**src/hdl/adld_pkg.sv**
```systemverilog
// ----------------------------------------------------------------------------
// adld_pkg
// Shared widths, scale constants and types of the air data label decoder.
// ----------------------------------------------------------------------------
package adld_pkg;

  // fixed point format of the scaled value
  localparam int unsigned FRAC_BITS = 24;

  // field widths
  localparam int unsigned WORD_W  = 32;
  localparam int unsigned LABEL_W = 8;
  localparam int unsigned KIND_W  = 2;
  localparam int unsigned VAL_W   = 41;
  localparam int unsigned RAW_W   = 19;
  localparam int unsigned DISC_W  = 3;
  localparam int unsigned BCD_W   = 17;

  localparam int unsigned OUT_FIELDS_W = LABEL_W + KIND_W + VAL_W + RAW_W;
  localparam int unsigned TDATA_W      = ((OUT_FIELDS_W + 7) / 8) * 8;

  // reciprocal scaling: value = (mag * K + 2^(S-1)) >> S
  // 2^S must exceed 2 * odd_divisor * magnitude for every label
  localparam int unsigned SCALE_SHIFT = 36;
  // largest scale is below 1/4
  localparam int unsigned K_W     = SCALE_SHIFT + FRAC_BITS - 2;
  localparam int unsigned CHUNK_W = 32;
  localparam int unsigned NCHUNK  = (K_W + CHUNK_W - 1) / CHUNK_W;
  localparam int unsigned KPAD_W  = NCHUNK * CHUNK_W;
  localparam int unsigned PP_W    = RAW_W + CHUNK_W;
  localparam int unsigned SUM_W   = RAW_W + KPAD_W;
  localparam int unsigned MAGQ_W  = SUM_W - SCALE_SHIFT;
  // width for working out the constants at elaboration
  localparam int unsigned KC_W    = 20 + SCALE_SHIFT + FRAC_BITS;
  localparam int unsigned KSH     = SCALE_SHIFT + FRAC_BITS;

  // ceil(num * 2^(S+F) / den) for each scale group
  localparam logic [K_W-1:0] K_FT_M =
    K_W'(((KC_W'(381) << KSH) + KC_W'(2500 - 1)) / KC_W'(2500));
  localparam logic [K_W-1:0] K_MACH =
    K_W'(((KC_W'(1) << KSH) + KC_W'(65536 - 1)) / KC_W'(65536));
  localparam logic [K_W-1:0] K_KT_FINE =
    K_W'(((KC_W'(463) << KSH) + KC_W'(230400 - 1)) / KC_W'(230400));
  localparam logic [K_W-1:0] K_KT_COARSE =
    K_W'(((KC_W'(463) << KSH) + KC_W'(115200 - 1)) / KC_W'(115200));
  localparam logic [K_W-1:0] K_P9 =
    K_W'(((KC_W'(1) << KSH) + KC_W'(512 - 1)) / KC_W'(512));
  localparam logic [K_W-1:0] K_FPM =
    K_W'(((KC_W'(127) << KSH) + KC_W'(200000 - 1)) / KC_W'(200000));
  localparam logic [K_W-1:0] K_INHG =
    K_W'(((KC_W'(338639) << KSH) + KC_W'(40960000 - 1)) / KC_W'(40960000));
  localparam logic [K_W-1:0] K_P7 =
    K_W'(((KC_W'(1) << KSH) + KC_W'(128 - 1)) / KC_W'(128));
  localparam logic [K_W-1:0] K_P17 =
    K_W'(((KC_W'(1) << KSH) + KC_W'(131072 - 1)) / KC_W'(131072));
  localparam logic [K_W-1:0] K_BCD_MB =
    K_W'(((KC_W'(1) << KSH) + KC_W'(10 - 1)) / KC_W'(10));
  localparam logic [K_W-1:0] K_BCD_INHG =
    K_W'(((KC_W'(338639) << KSH) + KC_W'(10000000 - 1)) / KC_W'(10000000));

  typedef enum logic [KIND_W-1:0] {
    KIND_SCALED = 2'd0,
    KIND_RAW    = 2'd1,
    KIND_NODATA = 2'd2
  } kind_e;

  // side information that rides along the arithmetic stages
  typedef struct packed {
    logic [LABEL_W-1:0]      label;
    kind_e                   kind;
    logic signed [RAW_W-1:0] raw_field;
    logic                    neg;
    logic                    use_mul;
    logic                    is_disc;
    logic [DISC_W-1:0]       disc;
  } meta_t;

  typedef struct packed {
    meta_t              meta;
    logic [RAW_W-1:0]   mag;
    logic [KPAD_W-1:0]  k;
  } dec_t;

  typedef logic [NCHUNK-1:0][PP_W-1:0] pp_vec_t;

endpackage

```
**src/hdl/adld_decode.sv**
```systemverilog
// ----------------------------------------------------------------------------
// adld_decode
// Label decode, status check, magnitude and scale selection for one word.
// ----------------------------------------------------------------------------
module adld_decode (
  input  logic [adld_pkg::WORD_W-1:0] word_i,
  output adld_pkg::dec_t              dec_o
);

  typedef enum logic [1:0] {
    CLS_RAW,
    CLS_BNR,
    CLS_BCD,
    CLS_DISC
  } cls_e;

  localparam logic [1:0] SSM_NORM = 2'b11;
  localparam logic [1:0] SSM_PLUS = 2'b00;

  localparam logic [7:0] LBL_PRESS_ALT    = 8'o203;
  localparam logic [7:0] LBL_BARO_ALT     = 8'o204;
  localparam logic [7:0] LBL_MACH         = 8'o205;
  localparam logic [7:0] LBL_CAS          = 8'o206;
  localparam logic [7:0] LBL_VMAX         = 8'o207;
  localparam logic [7:0] LBL_TAS          = 8'o210;
  localparam logic [7:0] LBL_TAT          = 8'o211;
  localparam logic [7:0] LBL_ALT_RATE     = 8'o212;
  localparam logic [7:0] LBL_SAT          = 8'o213;
  localparam logic [7:0] LBL_TEMP_AUX     = 8'o215;
  localparam logic [7:0] LBL_STATIC_PRESS = 8'o217;
  localparam logic [7:0] LBL_BARO_ALT2    = 8'o220;
  localparam logic [7:0] LBL_TOTAL_PRESS  = 8'o242;
  localparam logic [7:0] LBL_FINE_PRESS   = 8'o244;
  localparam logic [7:0] LBL_ALT_AUX      = 8'o252;
  localparam logic [7:0] LBL_BARO_MB      = 8'o234;
  localparam logic [7:0] LBL_BARO_IN      = 8'o235;
  localparam logic [7:0] LBL_BARO_MB2     = 8'o236;
  localparam logic [7:0] LBL_BARO_IN2     = 8'o237;
  localparam logic [7:0] LBL_DISCRETE     = 8'o270;

  cls_e                            cls;
  logic [adld_pkg::K_W-1:0]        k_sel;
  logic [1:0]                      ssm;
  logic [adld_pkg::RAW_W-1:0]      rf;
  logic [adld_pkg::RAW_W-1:0]      rmag;
  logic                            rneg;
  logic [adld_pkg::BCD_W-1:0]      bcd_sum;

  assign ssm  = word_i[30:29];
  assign rf   = word_i[28:10];
  assign rneg = rf[adld_pkg::RAW_W-1];
  assign rmag = rneg ? (~rf + adld_pkg::RAW_W'(1)) : rf;

  // digits above nine are taken as they are
  assign bcd_sum = adld_pkg::BCD_W'(word_i[28:26]) * adld_pkg::BCD_W'(10000)
                 + adld_pkg::BCD_W'(word_i[25:22]) * adld_pkg::BCD_W'(1000)
                 + adld_pkg::BCD_W'(word_i[21:18]) * adld_pkg::BCD_W'(100)
                 + adld_pkg::BCD_W'(word_i[17:14]) * adld_pkg::BCD_W'(10)
                 + adld_pkg::BCD_W'(word_i[13:10]);

  always_comb begin
    cls   = CLS_RAW;
    k_sel = '0;
    case (word_i[7:0])
      LBL_PRESS_ALT, LBL_BARO_ALT, LBL_BARO_ALT2, LBL_ALT_AUX: begin
        cls   = CLS_BNR;
        k_sel = adld_pkg::K_FT_M;
      end
      LBL_MACH: begin
        cls   = CLS_BNR;
        k_sel = adld_pkg::K_MACH;
      end
      LBL_CAS, LBL_VMAX: begin
        cls   = CLS_BNR;
        k_sel = adld_pkg::K_KT_FINE;
      end
      LBL_TAS: begin
        cls   = CLS_BNR;
        k_sel = adld_pkg::K_KT_COARSE;
      end
      LBL_TAT, LBL_SAT, LBL_TEMP_AUX: begin
        cls   = CLS_BNR;
        k_sel = adld_pkg::K_P9;
      end
      LBL_ALT_RATE: begin
        cls   = CLS_BNR;
        k_sel = adld_pkg::K_FPM;
      end
      LBL_STATIC_PRESS: begin
        cls   = CLS_BNR;
        k_sel = adld_pkg::K_INHG;
      end
      LBL_TOTAL_PRESS: begin
        cls   = CLS_BNR;
        k_sel = adld_pkg::K_P7;
      end
      LBL_FINE_PRESS: begin
        cls   = CLS_BNR;
        k_sel = adld_pkg::K_P17;
      end
      LBL_BARO_MB, LBL_BARO_MB2: begin
        cls   = CLS_BCD;
        k_sel = adld_pkg::K_BCD_MB;
      end
      LBL_BARO_IN, LBL_BARO_IN2: begin
        cls   = CLS_BCD;
        k_sel = adld_pkg::K_BCD_INHG;
      end
      LBL_DISCRETE: begin
        cls = CLS_DISC;
      end
      default: begin
        cls = CLS_RAW;
      end
    endcase
  end

  always_comb begin
    dec_o.meta.label     = word_i[7:0];
    dec_o.meta.kind      = adld_pkg::KIND_NODATA;
    dec_o.meta.raw_field = rf;
    dec_o.meta.neg       = 1'b0;
    dec_o.meta.use_mul   = 1'b0;
    dec_o.meta.is_disc   = 1'b0;
    dec_o.meta.disc      = word_i[19:17];
    dec_o.mag            = '0;
    dec_o.k              = adld_pkg::KPAD_W'(k_sel);
    case (cls)
      CLS_BNR: begin
        if (ssm == SSM_NORM) begin
          dec_o.meta.kind    = adld_pkg::KIND_SCALED;
          dec_o.meta.use_mul = 1'b1;
          dec_o.meta.neg     = rneg;
          dec_o.mag          = rmag;
        end
      end
      CLS_BCD: begin
        // minus for normal status, plus for status zero
        if (ssm inside {SSM_NORM, SSM_PLUS}) begin
          dec_o.meta.kind    = adld_pkg::KIND_SCALED;
          dec_o.meta.use_mul = 1'b1;
          dec_o.meta.neg     = (ssm == SSM_NORM);
          dec_o.mag          = adld_pkg::RAW_W'(bcd_sum);
        end
      end
      CLS_DISC: begin
        dec_o.meta.kind    = adld_pkg::KIND_SCALED;
        dec_o.meta.is_disc = 1'b1;
      end
      default: begin
        dec_o.meta.kind = adld_pkg::KIND_RAW;
      end
    endcase
  end

endmodule

```
**src/hdl/adld_mult.sv**
```systemverilog
// ----------------------------------------------------------------------------
// adld_mult
// Registered partial products of magnitude times the 32-bit scale slices.
// ----------------------------------------------------------------------------
module adld_mult (
  input  logic                        clk_i,
  input  logic                        en_i,
  input  logic [adld_pkg::RAW_W-1:0]  mag_i,
  input  logic [adld_pkg::KPAD_W-1:0] k_i,
  output adld_pkg::pp_vec_t           pp_o
);

  adld_pkg::pp_vec_t pp_d;
  adld_pkg::pp_vec_t pp_q;

  always_comb begin
    for (int i = 0; i < adld_pkg::NCHUNK; i++) begin
      pp_d[i] = adld_pkg::PP_W'(mag_i)
              * adld_pkg::PP_W'(k_i[i*adld_pkg::CHUNK_W +: adld_pkg::CHUNK_W]);
    end
  end

  always_ff @(posedge clk_i) begin
    if (en_i) begin
      pp_q <= pp_d;
    end
  end

  assign pp_o = pp_q;

endmodule

```
**src/hdl/adld_round.sv**
```systemverilog
// ----------------------------------------------------------------------------
// adld_round
// Sums the partial products with the half step and drops the reciprocal bits.
// ----------------------------------------------------------------------------
module adld_round (
  input  adld_pkg::pp_vec_t           pp_i,
  output logic [adld_pkg::MAGQ_W-1:0] mag_o
);

  logic [adld_pkg::SUM_W-1:0] sum;

  always_comb begin
    // half step gives round to nearest, ties away from zero on the magnitude
    sum = adld_pkg::SUM_W'(1) << (adld_pkg::SCALE_SHIFT - 1);
    for (int i = 0; i < adld_pkg::NCHUNK; i++) begin
      sum = sum + (adld_pkg::SUM_W'(pp_i[i]) << (i * adld_pkg::CHUNK_W));
    end
  end

  assign mag_o = sum[adld_pkg::SUM_W-1:adld_pkg::SCALE_SHIFT];

endmodule

```
**src/hdl/adld_sat.sv**
```systemverilog
// ----------------------------------------------------------------------------
// adld_sat
// Clamps and signs the rounded magnitude and selects the final value.
// ----------------------------------------------------------------------------
module adld_sat (
  input  adld_pkg::meta_t                   meta_i,
  input  logic [adld_pkg::MAGQ_W-1:0]       mag_i,
  output logic signed [adld_pkg::VAL_W-1:0] value_o
);

  localparam logic [adld_pkg::MAGQ_W-1:0] NEG_LIM =
    adld_pkg::MAGQ_W'(1) << (adld_pkg::VAL_W - 1);
  localparam logic [adld_pkg::MAGQ_W-1:0] POS_LIM = NEG_LIM - adld_pkg::MAGQ_W'(1);

  logic [adld_pkg::MAGQ_W-1:0] mag_c;
  logic [adld_pkg::VAL_W-1:0]  mag_v;
  logic [adld_pkg::VAL_W-1:0]  scaled;

  always_comb begin
    mag_c = mag_i;
    if (meta_i.neg) begin
      if (mag_i > NEG_LIM) begin
        mag_c = NEG_LIM;
      end
    end else if (mag_i > POS_LIM) begin
      mag_c = POS_LIM;
    end
    mag_v  = mag_c[adld_pkg::VAL_W-1:0];
    scaled = meta_i.neg ? (~mag_v + adld_pkg::VAL_W'(1)) : mag_v;
  end

  always_comb begin
    if (meta_i.is_disc) begin
      value_o = adld_pkg::VAL_W'(meta_i.disc) << adld_pkg::FRAC_BITS;
    end else if (meta_i.use_mul) begin
      value_o = scaled;
    end else begin
      value_o = '0;
    end
  end

endmodule

```
**src/hdl/air_data_label_decoder.sv**
```systemverilog
// ----------------------------------------------------------------------------
// air_data_label_decoder
// Decodes one 32-bit avionics data word per request into label, kind,
// fixed point engineering value and raw signed field.
// ----------------------------------------------------------------------------
// throughput: one request per cycle when not stalled, over five register stages
//   (input, decode, partial products, rounded magnitude, output)
// each stage moves on when it is empty or the next one moves on
// reset: asynchronous, active low, clears the stage valid flags only
// ----------------------------------------------------------------------------
module air_data_label_decoder (
  input  logic                         clk_i,
  input  logic                         rst_ni,
  // input stream
  input  logic                         s_axis_tvalid_i,
  output logic                         s_axis_tready_o,
  input  logic [adld_pkg::WORD_W-1:0]  s_axis_tdata_i,   // [31:0] word
  // result stream
  output logic                         m_axis_tvalid_o,
  input  logic                         m_axis_tready_i,
  output logic [adld_pkg::TDATA_W-1:0] m_axis_tdata_o    // [7:0] label, [9:8] kind,
                                                         // [50:10] value,
                                                         // [69:51] raw_field,
                                                         // [71:70] zero
);

  localparam int unsigned NSTAGE = 5;

  // stage valid flags and the ready chain that runs back from the output
  logic [NSTAGE-1:0] valid_d;
  logic [NSTAGE-1:0] valid_q;
  logic [NSTAGE-1:0] rdy;

  // stage payloads
  logic [adld_pkg::WORD_W-1:0]       word_q;
  adld_pkg::dec_t                    dec;
  adld_pkg::dec_t                    dec_q;
  adld_pkg::meta_t                   meta3_q;
  adld_pkg::pp_vec_t                 pp;
  logic [adld_pkg::MAGQ_W-1:0]       mag_r;
  adld_pkg::meta_t                   meta4_q;
  logic [adld_pkg::MAGQ_W-1:0]       mag4_q;
  logic signed [adld_pkg::VAL_W-1:0] value;
  logic [adld_pkg::TDATA_W-1:0]      out_d;
  logic [adld_pkg::TDATA_W-1:0]      out_q;

  // a stage can take a new request when it is empty or its content moves on
  always_comb begin
    rdy[NSTAGE-1] = !valid_q[NSTAGE-1] || m_axis_tready_i;
    for (int i = NSTAGE - 2; i >= 0; i--) begin
      rdy[i] = !valid_q[i] || rdy[i+1];
    end
  end

  always_comb begin
    valid_d[0] = rdy[0] ? s_axis_tvalid_i : valid_q[0];
    for (int i = 1; i < NSTAGE; i++) begin
      valid_d[i] = rdy[i] ? valid_q[i-1] : valid_q[i];
    end
  end

  always_ff @(posedge clk_i or negedge rst_ni) begin
    if (!rst_ni) begin
      valid_q <= '0;
    end else begin
      valid_q <= valid_d;
    end
  end

  assign s_axis_tready_o = rdy[0];

  // input register
  always_ff @(posedge clk_i) begin
    if (s_axis_tvalid_i && rdy[0]) begin
      word_q <= s_axis_tdata_i;
    end
  end

  // label decode, status check, magnitude and scale pick
  adld_decode u_decode (
    .word_i (word_q),
    .dec_o  (dec)
  );

  always_ff @(posedge clk_i) begin
    if (valid_q[0] && rdy[1]) begin
      dec_q <= dec;
    end
  end

  // magnitude times scale, one partial product per 32-bit slice
  adld_mult u_mult (
    .clk_i (clk_i),
    .en_i  (valid_q[1] && rdy[2]),
    .mag_i (dec_q.mag),
    .k_i   (dec_q.k),
    .pp_o  (pp)
  );

  always_ff @(posedge clk_i) begin
    if (valid_q[1] && rdy[2]) begin
      meta3_q <= dec_q.meta;
    end
  end

  // sum of partial products, rounding, reciprocal shift
  adld_round u_round (
    .pp_i  (pp),
    .mag_o (mag_r)
  );

  always_ff @(posedge clk_i) begin
    if (valid_q[2] && rdy[3]) begin
      meta4_q <= meta3_q;
      mag4_q  <= mag_r;
    end
  end

  // clamp, sign and value select
  adld_sat u_sat (
    .meta_i  (meta4_q),
    .mag_i   (mag4_q),
    .value_o (value)
  );

  assign out_d = adld_pkg::TDATA_W'({meta4_q.raw_field, value, meta4_q.kind,
                                     meta4_q.label});

  // output register, holds while the result waits to be taken
  always_ff @(posedge clk_i) begin
    if (valid_q[3] && rdy[4]) begin
      out_q <= out_d;
    end
  end

  assign m_axis_tvalid_o = valid_q[NSTAGE-1];
  assign m_axis_tdata_o  = out_q;

endmodule

```
**config.mk**
```make
export PLATFORM = sky130hd
export DESIGN_NAME = air_data_label_decoder
export DESIGN_NICKNAME = d
export VERILOG_FILES = /design/src/hdl/adld_pkg.sv /design/src/hdl/adld_decode.sv /design/src/hdl/adld_mult.sv /design/src/hdl/adld_round.sv /design/src/hdl/adld_sat.sv /design/src/hdl/air_data_label_decoder.sv
export SDC_FILE = /design/constraint.sdc
export NUM_CORES = 2
export LEC_CHECK = 0
export ABC_CLOCK_PERIOD_IN_PS = 7750
export BUFFER_PORTS_ARGS = -buffer_cell sky130_fd_sc_hd__buf_2
export CORE_UTILIZATION = 30
export DETAILED_ROUTE_END_ITERATION = 10
export GPL_TIMING_DRIVEN = 1
export PLACE_DENSITY = 0.5
export REMOVE_ABC_BUFFERS = 1
export SKIP_LAST_GASP = 1
export SLEW_MARGIN = 0
export SYNTH_ARGS = -nofsm -noshare
export SYNTH_HDL_FRONTEND = slang
export SYNTH_SLANG_ARGS = --single-unit
```
**constraint.sdc**
```tcl
create_clock -name clk_i -period 7.75 [get_ports clk_i]
set_clock_uncertainty 0.2 [all_clocks]
set_input_delay 1.55 -clock clk_i [delete_from_list [all_inputs] [get_ports clk_i]]
set_output_delay 1.55 -clock clk_i [all_outputs]
set_load 0.03 [all_outputs]
```
Word level (Yosys, flattened, before mapping) --
Cells that the tools add are included.
Storage, ports and cells: register bits 437, bits of input ports 36, word-level logic and storage cells 121
Cells by class: $add $sub $neg 8, multipliers 6, $lt $le $gt $ge 2, eq/ne operators 24, multiplexer cells 19, bitwise gates (word level) 3, reductions and logical operators 25
Operators with widths (count):
- $pmux W58 S11 | 1
- $mux W41 | 4
- $eq A8 B8 Y1 const B | 20
- $add A52 B83 Y83 | 1
- $mux W27 | 2
- $add A36 B51 Y52 const A | 1
- $mul A19 B32 Y51 | 1
- $gt A47 B40 Y1 const B | 1
- $gt A47 B41 Y1 const B | 1
- $mul A19 B26 Y45 | 1
- $add A41 B1 Y41 const B | 1
- $not A41 Y41 | 1
- $mux W19 | 2
- $pmux W19 S2 | 1
- $add A19 B1 Y19 const B | 1
- $not A19 Y19 | 1
- $add A17 B11 Y17 | 1
- $add A17 B14 Y17 | 1
- $add A17 B4 Y17 | 1
- $add A17 B8 Y17 | 1
- $mux W17 | 1
- $reduce_or A15 Y1 | 1
- $mul A3 B10 Y13 const B | 1
- $pmux W2 S3 | 2
- other kinds (17) | 38

Logic depth before layout (Yosys ltp) --
depth in word-level cells 8, depth in mapped cells 27, depth with buffers taken out 25

Modules after synthesis --
A second synthesis with hierarchy kept.
Unflattened totals: cells, all modules 6184, area total of the unflattened synthesis 60476.8 sq um
Modules (own cells, without submodules):
- adld_mult | times used 1, cells an instance 4668, area an instance 42243.0 sq um
- air_data_label_decoder | times used 1, cells an instance 361, area an instance 10375.0 sq um
- adld_decode | times used 1, cells an instance 531, area an instance 3885.0 sq um
- adld_round | times used 1, cells an instance 303, area an instance 2103.3 sq um
- adld_sat | times used 1, cells an instance 321, area an instance 1870.5 sq um

Worst setup path after synthesis --
Ideal clock, no wire load.
kind flip-flop to flip-flop, start register dec_q[11] in the netlist's numbering, end register u_mult.pp_q, in the netlist u_mult.pp_o[44] (data pin), library setup time 0.262 ns, data arrival time 6.284 ns, data required time 7.288 ns, slack 1.004 ns, stages on the path, launching flop included 24, path buffers 2, path through edfxtp_1 -> clkbuf_1 -> clkbuf_1 -> nand2_1 -> fa_1 -> inv_1 -> fa_1 -> fa_1 -> fa_1 -> fa_1 -> inv_1 -> fa_1 -> inv_1 -> ha_1 -> a211oi_1 -> nand3_1 -> a41oi_1 -> o41ai_1 -> o2111ai_1 -> nand2_1 -> a221o_1 -> a31oi_1 -> o21bai_1 -> xor2_1
RTL lines:
- start: declaration | line air_data_label_decoder.sv:37 | adld_pkg::dec_t dec_q;
- start signal: assignment | line air_data_label_decoder.sv:87 | dec_q <= dec;
- end signal: assignment | line adld_mult.sv:25 | pp_q <= pp_d;
- end: declaration | line adld_mult.sv:14 | adld_pkg::pp_vec_t pp_q;

==> reports/results.ini <==
[yosys]
syn_area_sq_um=51300
async_flop_share_pct=1.33
synth.top_cell.area_share_pct=35.3
yosysUniqueCellTypes=83
yosysTopAreaCell=fa_1
synthCells=5187
avgSynthCellArea_sq_um=9.88
synth-seq-area-share_pct=22.0
ys_ff_latch=376
ys.flop_type=edfxtp_1
synthTopCellsByArea=fa_1 (35%), edfxtp_1 (22%), ha_1 (9.5%), inv_1 (8.8%), and2_1 (6.5%)
synth_edf_count=371
yosys_warnings=0

[run_status]
status=completed

[clock_network]
clock_latency_ns=0.62
cts_buffer_depth=3
tritoncts=yes
clkTransAtPathRegs_ns=0.07
clock-root-buffer=clkbuf_16
h-tree-depth=2
cts_sinks=376
cts_hold_buf=0
numCtsBuffers=42

[routing]
wirelength_mm=141
first_pass_iters=5
drt-vias-per-instance=4.62
drtIter0Drc=2045
drc=0
vias=35000
drt-wirelength-per-cell_um=18.6
ant_nets=0

[global_routing]
track_usage_pct=16.7
grt_max_degree=65
grt_first_pass_wirelength_mm=224
antenna_found_initial=4
grt_remaining_overflow=0
grt_pass1_vias=37800

[setup_path]
path_max_fanout=39
crit_path_end_kind=flip-flop
critPathRequiredTime_ns=7.85
arrival_ns=7.56
start_kind=flip-flop
critPathMaxStageDelay_ns=0.62
cp_cell_sequence=buf_4 > buf_4 > and2_1 > fa_1 > fa_1 > fa_1 > fa_1 > fa_1 > inv_1 > fa_1 > inv_1 > ha_1 > o21a_1 > o22ai_1 > nand3b_1 > o2111ai_1 > buf_4 > nand2_1 > a221o_1 > a31oi_1 > o21bai_1 > xor2_1
cp_slowest_cell=fa_1
critPathKind=reg -> reg
crit_family=adder cells
crit_buf_inv=5
cpMostUsedCell=fa_1

[timing]
hold_violations=0
fmax_mhz=134
min_period_over_period_pct=96.3
slew_viol_final=0
max_slew_margin_pct=25.6
whs_ns=0.214
grt_setup_unrepaired=true
timing.final.crit_period_ns=7.46
worst_slew_pin_slew_ns=1.11
setup_violations=0

[layout]
utilization_pct=33.5
layout.nets=6647
syn_to_final_growth_pct=10.9
drive_above_1_share_pct=7.44
fillers=17300

[die]
core_area_sq_um=169000
start_util_pct=30.2
die-width_um=415
rows=151
dieArea_sq_um=173000
die_h_um=415
ios=110

[place]
io_buffers=104
hpwlAfterDp_mm=116
gp_congestion=0.890

[min_path]
min_path_type=reg -> reg

[flow_run]
max_cap_viol_count=0

worst paths after layout:
check	from	to	slack, ns	cells past startpoint
worst max register to register	dec_q[82]	u_mult.pp_o[44]	0.29	22
worst min-delay path	meta3_q[34]	meta4_q[34]	0.21	0
min in group asynchronous	rst_ni	valid_q[1]	0.53	1
max in group asynchronous	rst_ni	valid_q[0]	6.68	1
worst min register to register	meta3_q[34]	meta4_q[34]	0.21	0
worst max-delay path	dec_q[82]	u_mult.pp_o[44]	0.29	22
logic make-up after synthesis:
logic type	share of synthesized area, %
flip-flops	22.0
AND/OR/NAND/NOR	14.8
AO/OA/AOI/OAI	5.59
multiplexers	0.100
buffers and inverters	10.4
other	0.00732
XOR/XNOR	2.39
adder cells (fa/ha/maj)	44.8
area by class of cell:
| class | count | area [sq um] | area share, % |
|---|---|---|---|
| well taps | 2218 | 2780 | 4.88 |
| repair buffers | 297 | 2150 | 3.79 |
| diodes | 1 | 2.50 | 0.00440 |
| clock inverters | 34 | 365 | 0.643 |
| multi-input cells | 3402 | 34700 | 61.1 |
| flip-flops and latches | 376 | 11300 | 19.8 |
| inverters | 1199 | 4500 | 7.92 |
| clock buffers | 44 | 1060 | 1.86 |
through the flow:
stage | instances | worst slack, ns | setup TNS, ns | instance area [sq um]
detailed placement | 7481 | 0.0826 | 0 | 55300
global route | 7570 | -0.0379 | -0.0379 | 56800
floorplan | 4977 | 0.734 | 0 | 50500
CTS | 7560 | 0.159 | 0 | 56700
global placement | 7481 | 0.103 | 0 | 55300
finish | 7571 | 0.286 | 0 | 56800
placed cells by master (no fill, tap or decap), drive strengths merged, types with 9 or more instances in the layout:
master and count:
inv 1209, clkbuf 45, nor2b 24, edfxtp 371, nand2b 28, o21a 13
clkinv 18, and3 16, a31oi 30, a211oi 15, and2 534, o22ai 20
nand2 621, o21bai 15, a21o 35, nor2 122, nor4 12, or2 9
nand4 26, ha 388, fa 905, xor2 46, nand3 50, a21oi 131
nor3 36, o211ai 10, or3 10, xnor2 94, buf 296, o21ai 110
routing by layer:
| layer | part of all wire (%) | global-route usage, % | wire length [um] |
|---|---|---|---|
| met4 | 2.0 | 3.09 | 2760 |
| met5 | 0 | 0 | 0 |
| met3 | 5.2 | 2.36 | 7350 |
| met1 | 45 | 23.3 | 63800 |
| met2 | 48 | 27.8 | 67000 |
flip-flops by register name (all words and copies together) (netlist names):
name,count
dec_q,102
meta4_q,32
m_axis_tdata_o,70
meta3_q,32
valid_q,5
u_mult.pp_o,64
mag4_q,42
word_q,29
synthesized netlist by cell type (4+ instances only):
cell	instances
o21ai_0	101
buf_1	4
nand2b_1	28
edfxtp_1	371
o311a_1	4
clkbuf_1	203
o211ai_1	10
xnor2_1	94
or2_2	7
nor2_1	122
nor4_1	9
a211oi_1	15
and3_1	15
xor2_1	46
a21boi_0	7
a41oi_1	5
o21ai_1	9
nand4_1	26
nand2_1	621
or3_1	10
dfrtp_1	5
a21oi_1	130
a221o_1	4
o21a_1	13
a211o_1	4
ha_1	388
nor2b_1	24
a221oi_1	4
and2_1	533
o31ai_1	5
a31oi_1	29
and4_1	8
inv_1	1198
mux2i_1	4
o22ai_1	20
o2111ai_1	5
fa_1	905
or4_1	5
nand3_1	49
nor3_1	35
o21bai_1	15
a21o_1	35
worst reg2reg max path, cell delays in order, from the launching register on:
cell       delay, ns
edfxtp_1        0.54
buf_4           0.23
buf_4           0.40
and2_1          0.24
fa_1            0.42
fa_1            0.54
fa_1            0.55
fa_1            0.55
fa_1            0.58
inv_1           0.08
fa_1            0.62
inv_1           0.07
ha_1            0.31
o21a_1          0.11
o22ai_1         0.27
nand3b_1        0.14
o2111ai_1       0.20
buf_4           0.22
nand2_1         0.09
a221o_1         0.33
a31oi_1         0.22
o21bai_1        0.10
xor2_1          0.15
repair_timing:
item / CTS / global route
gates resized for setup: 0 / 5
buffers inserted: 1 / 10
cloned: 0 / 0
endpoints found under the setup margin: 1 / 15
Power is left out: the tool's default activity adds up to more than one toggle a clock period on the data nets, which glitch-free logic cannot reach.
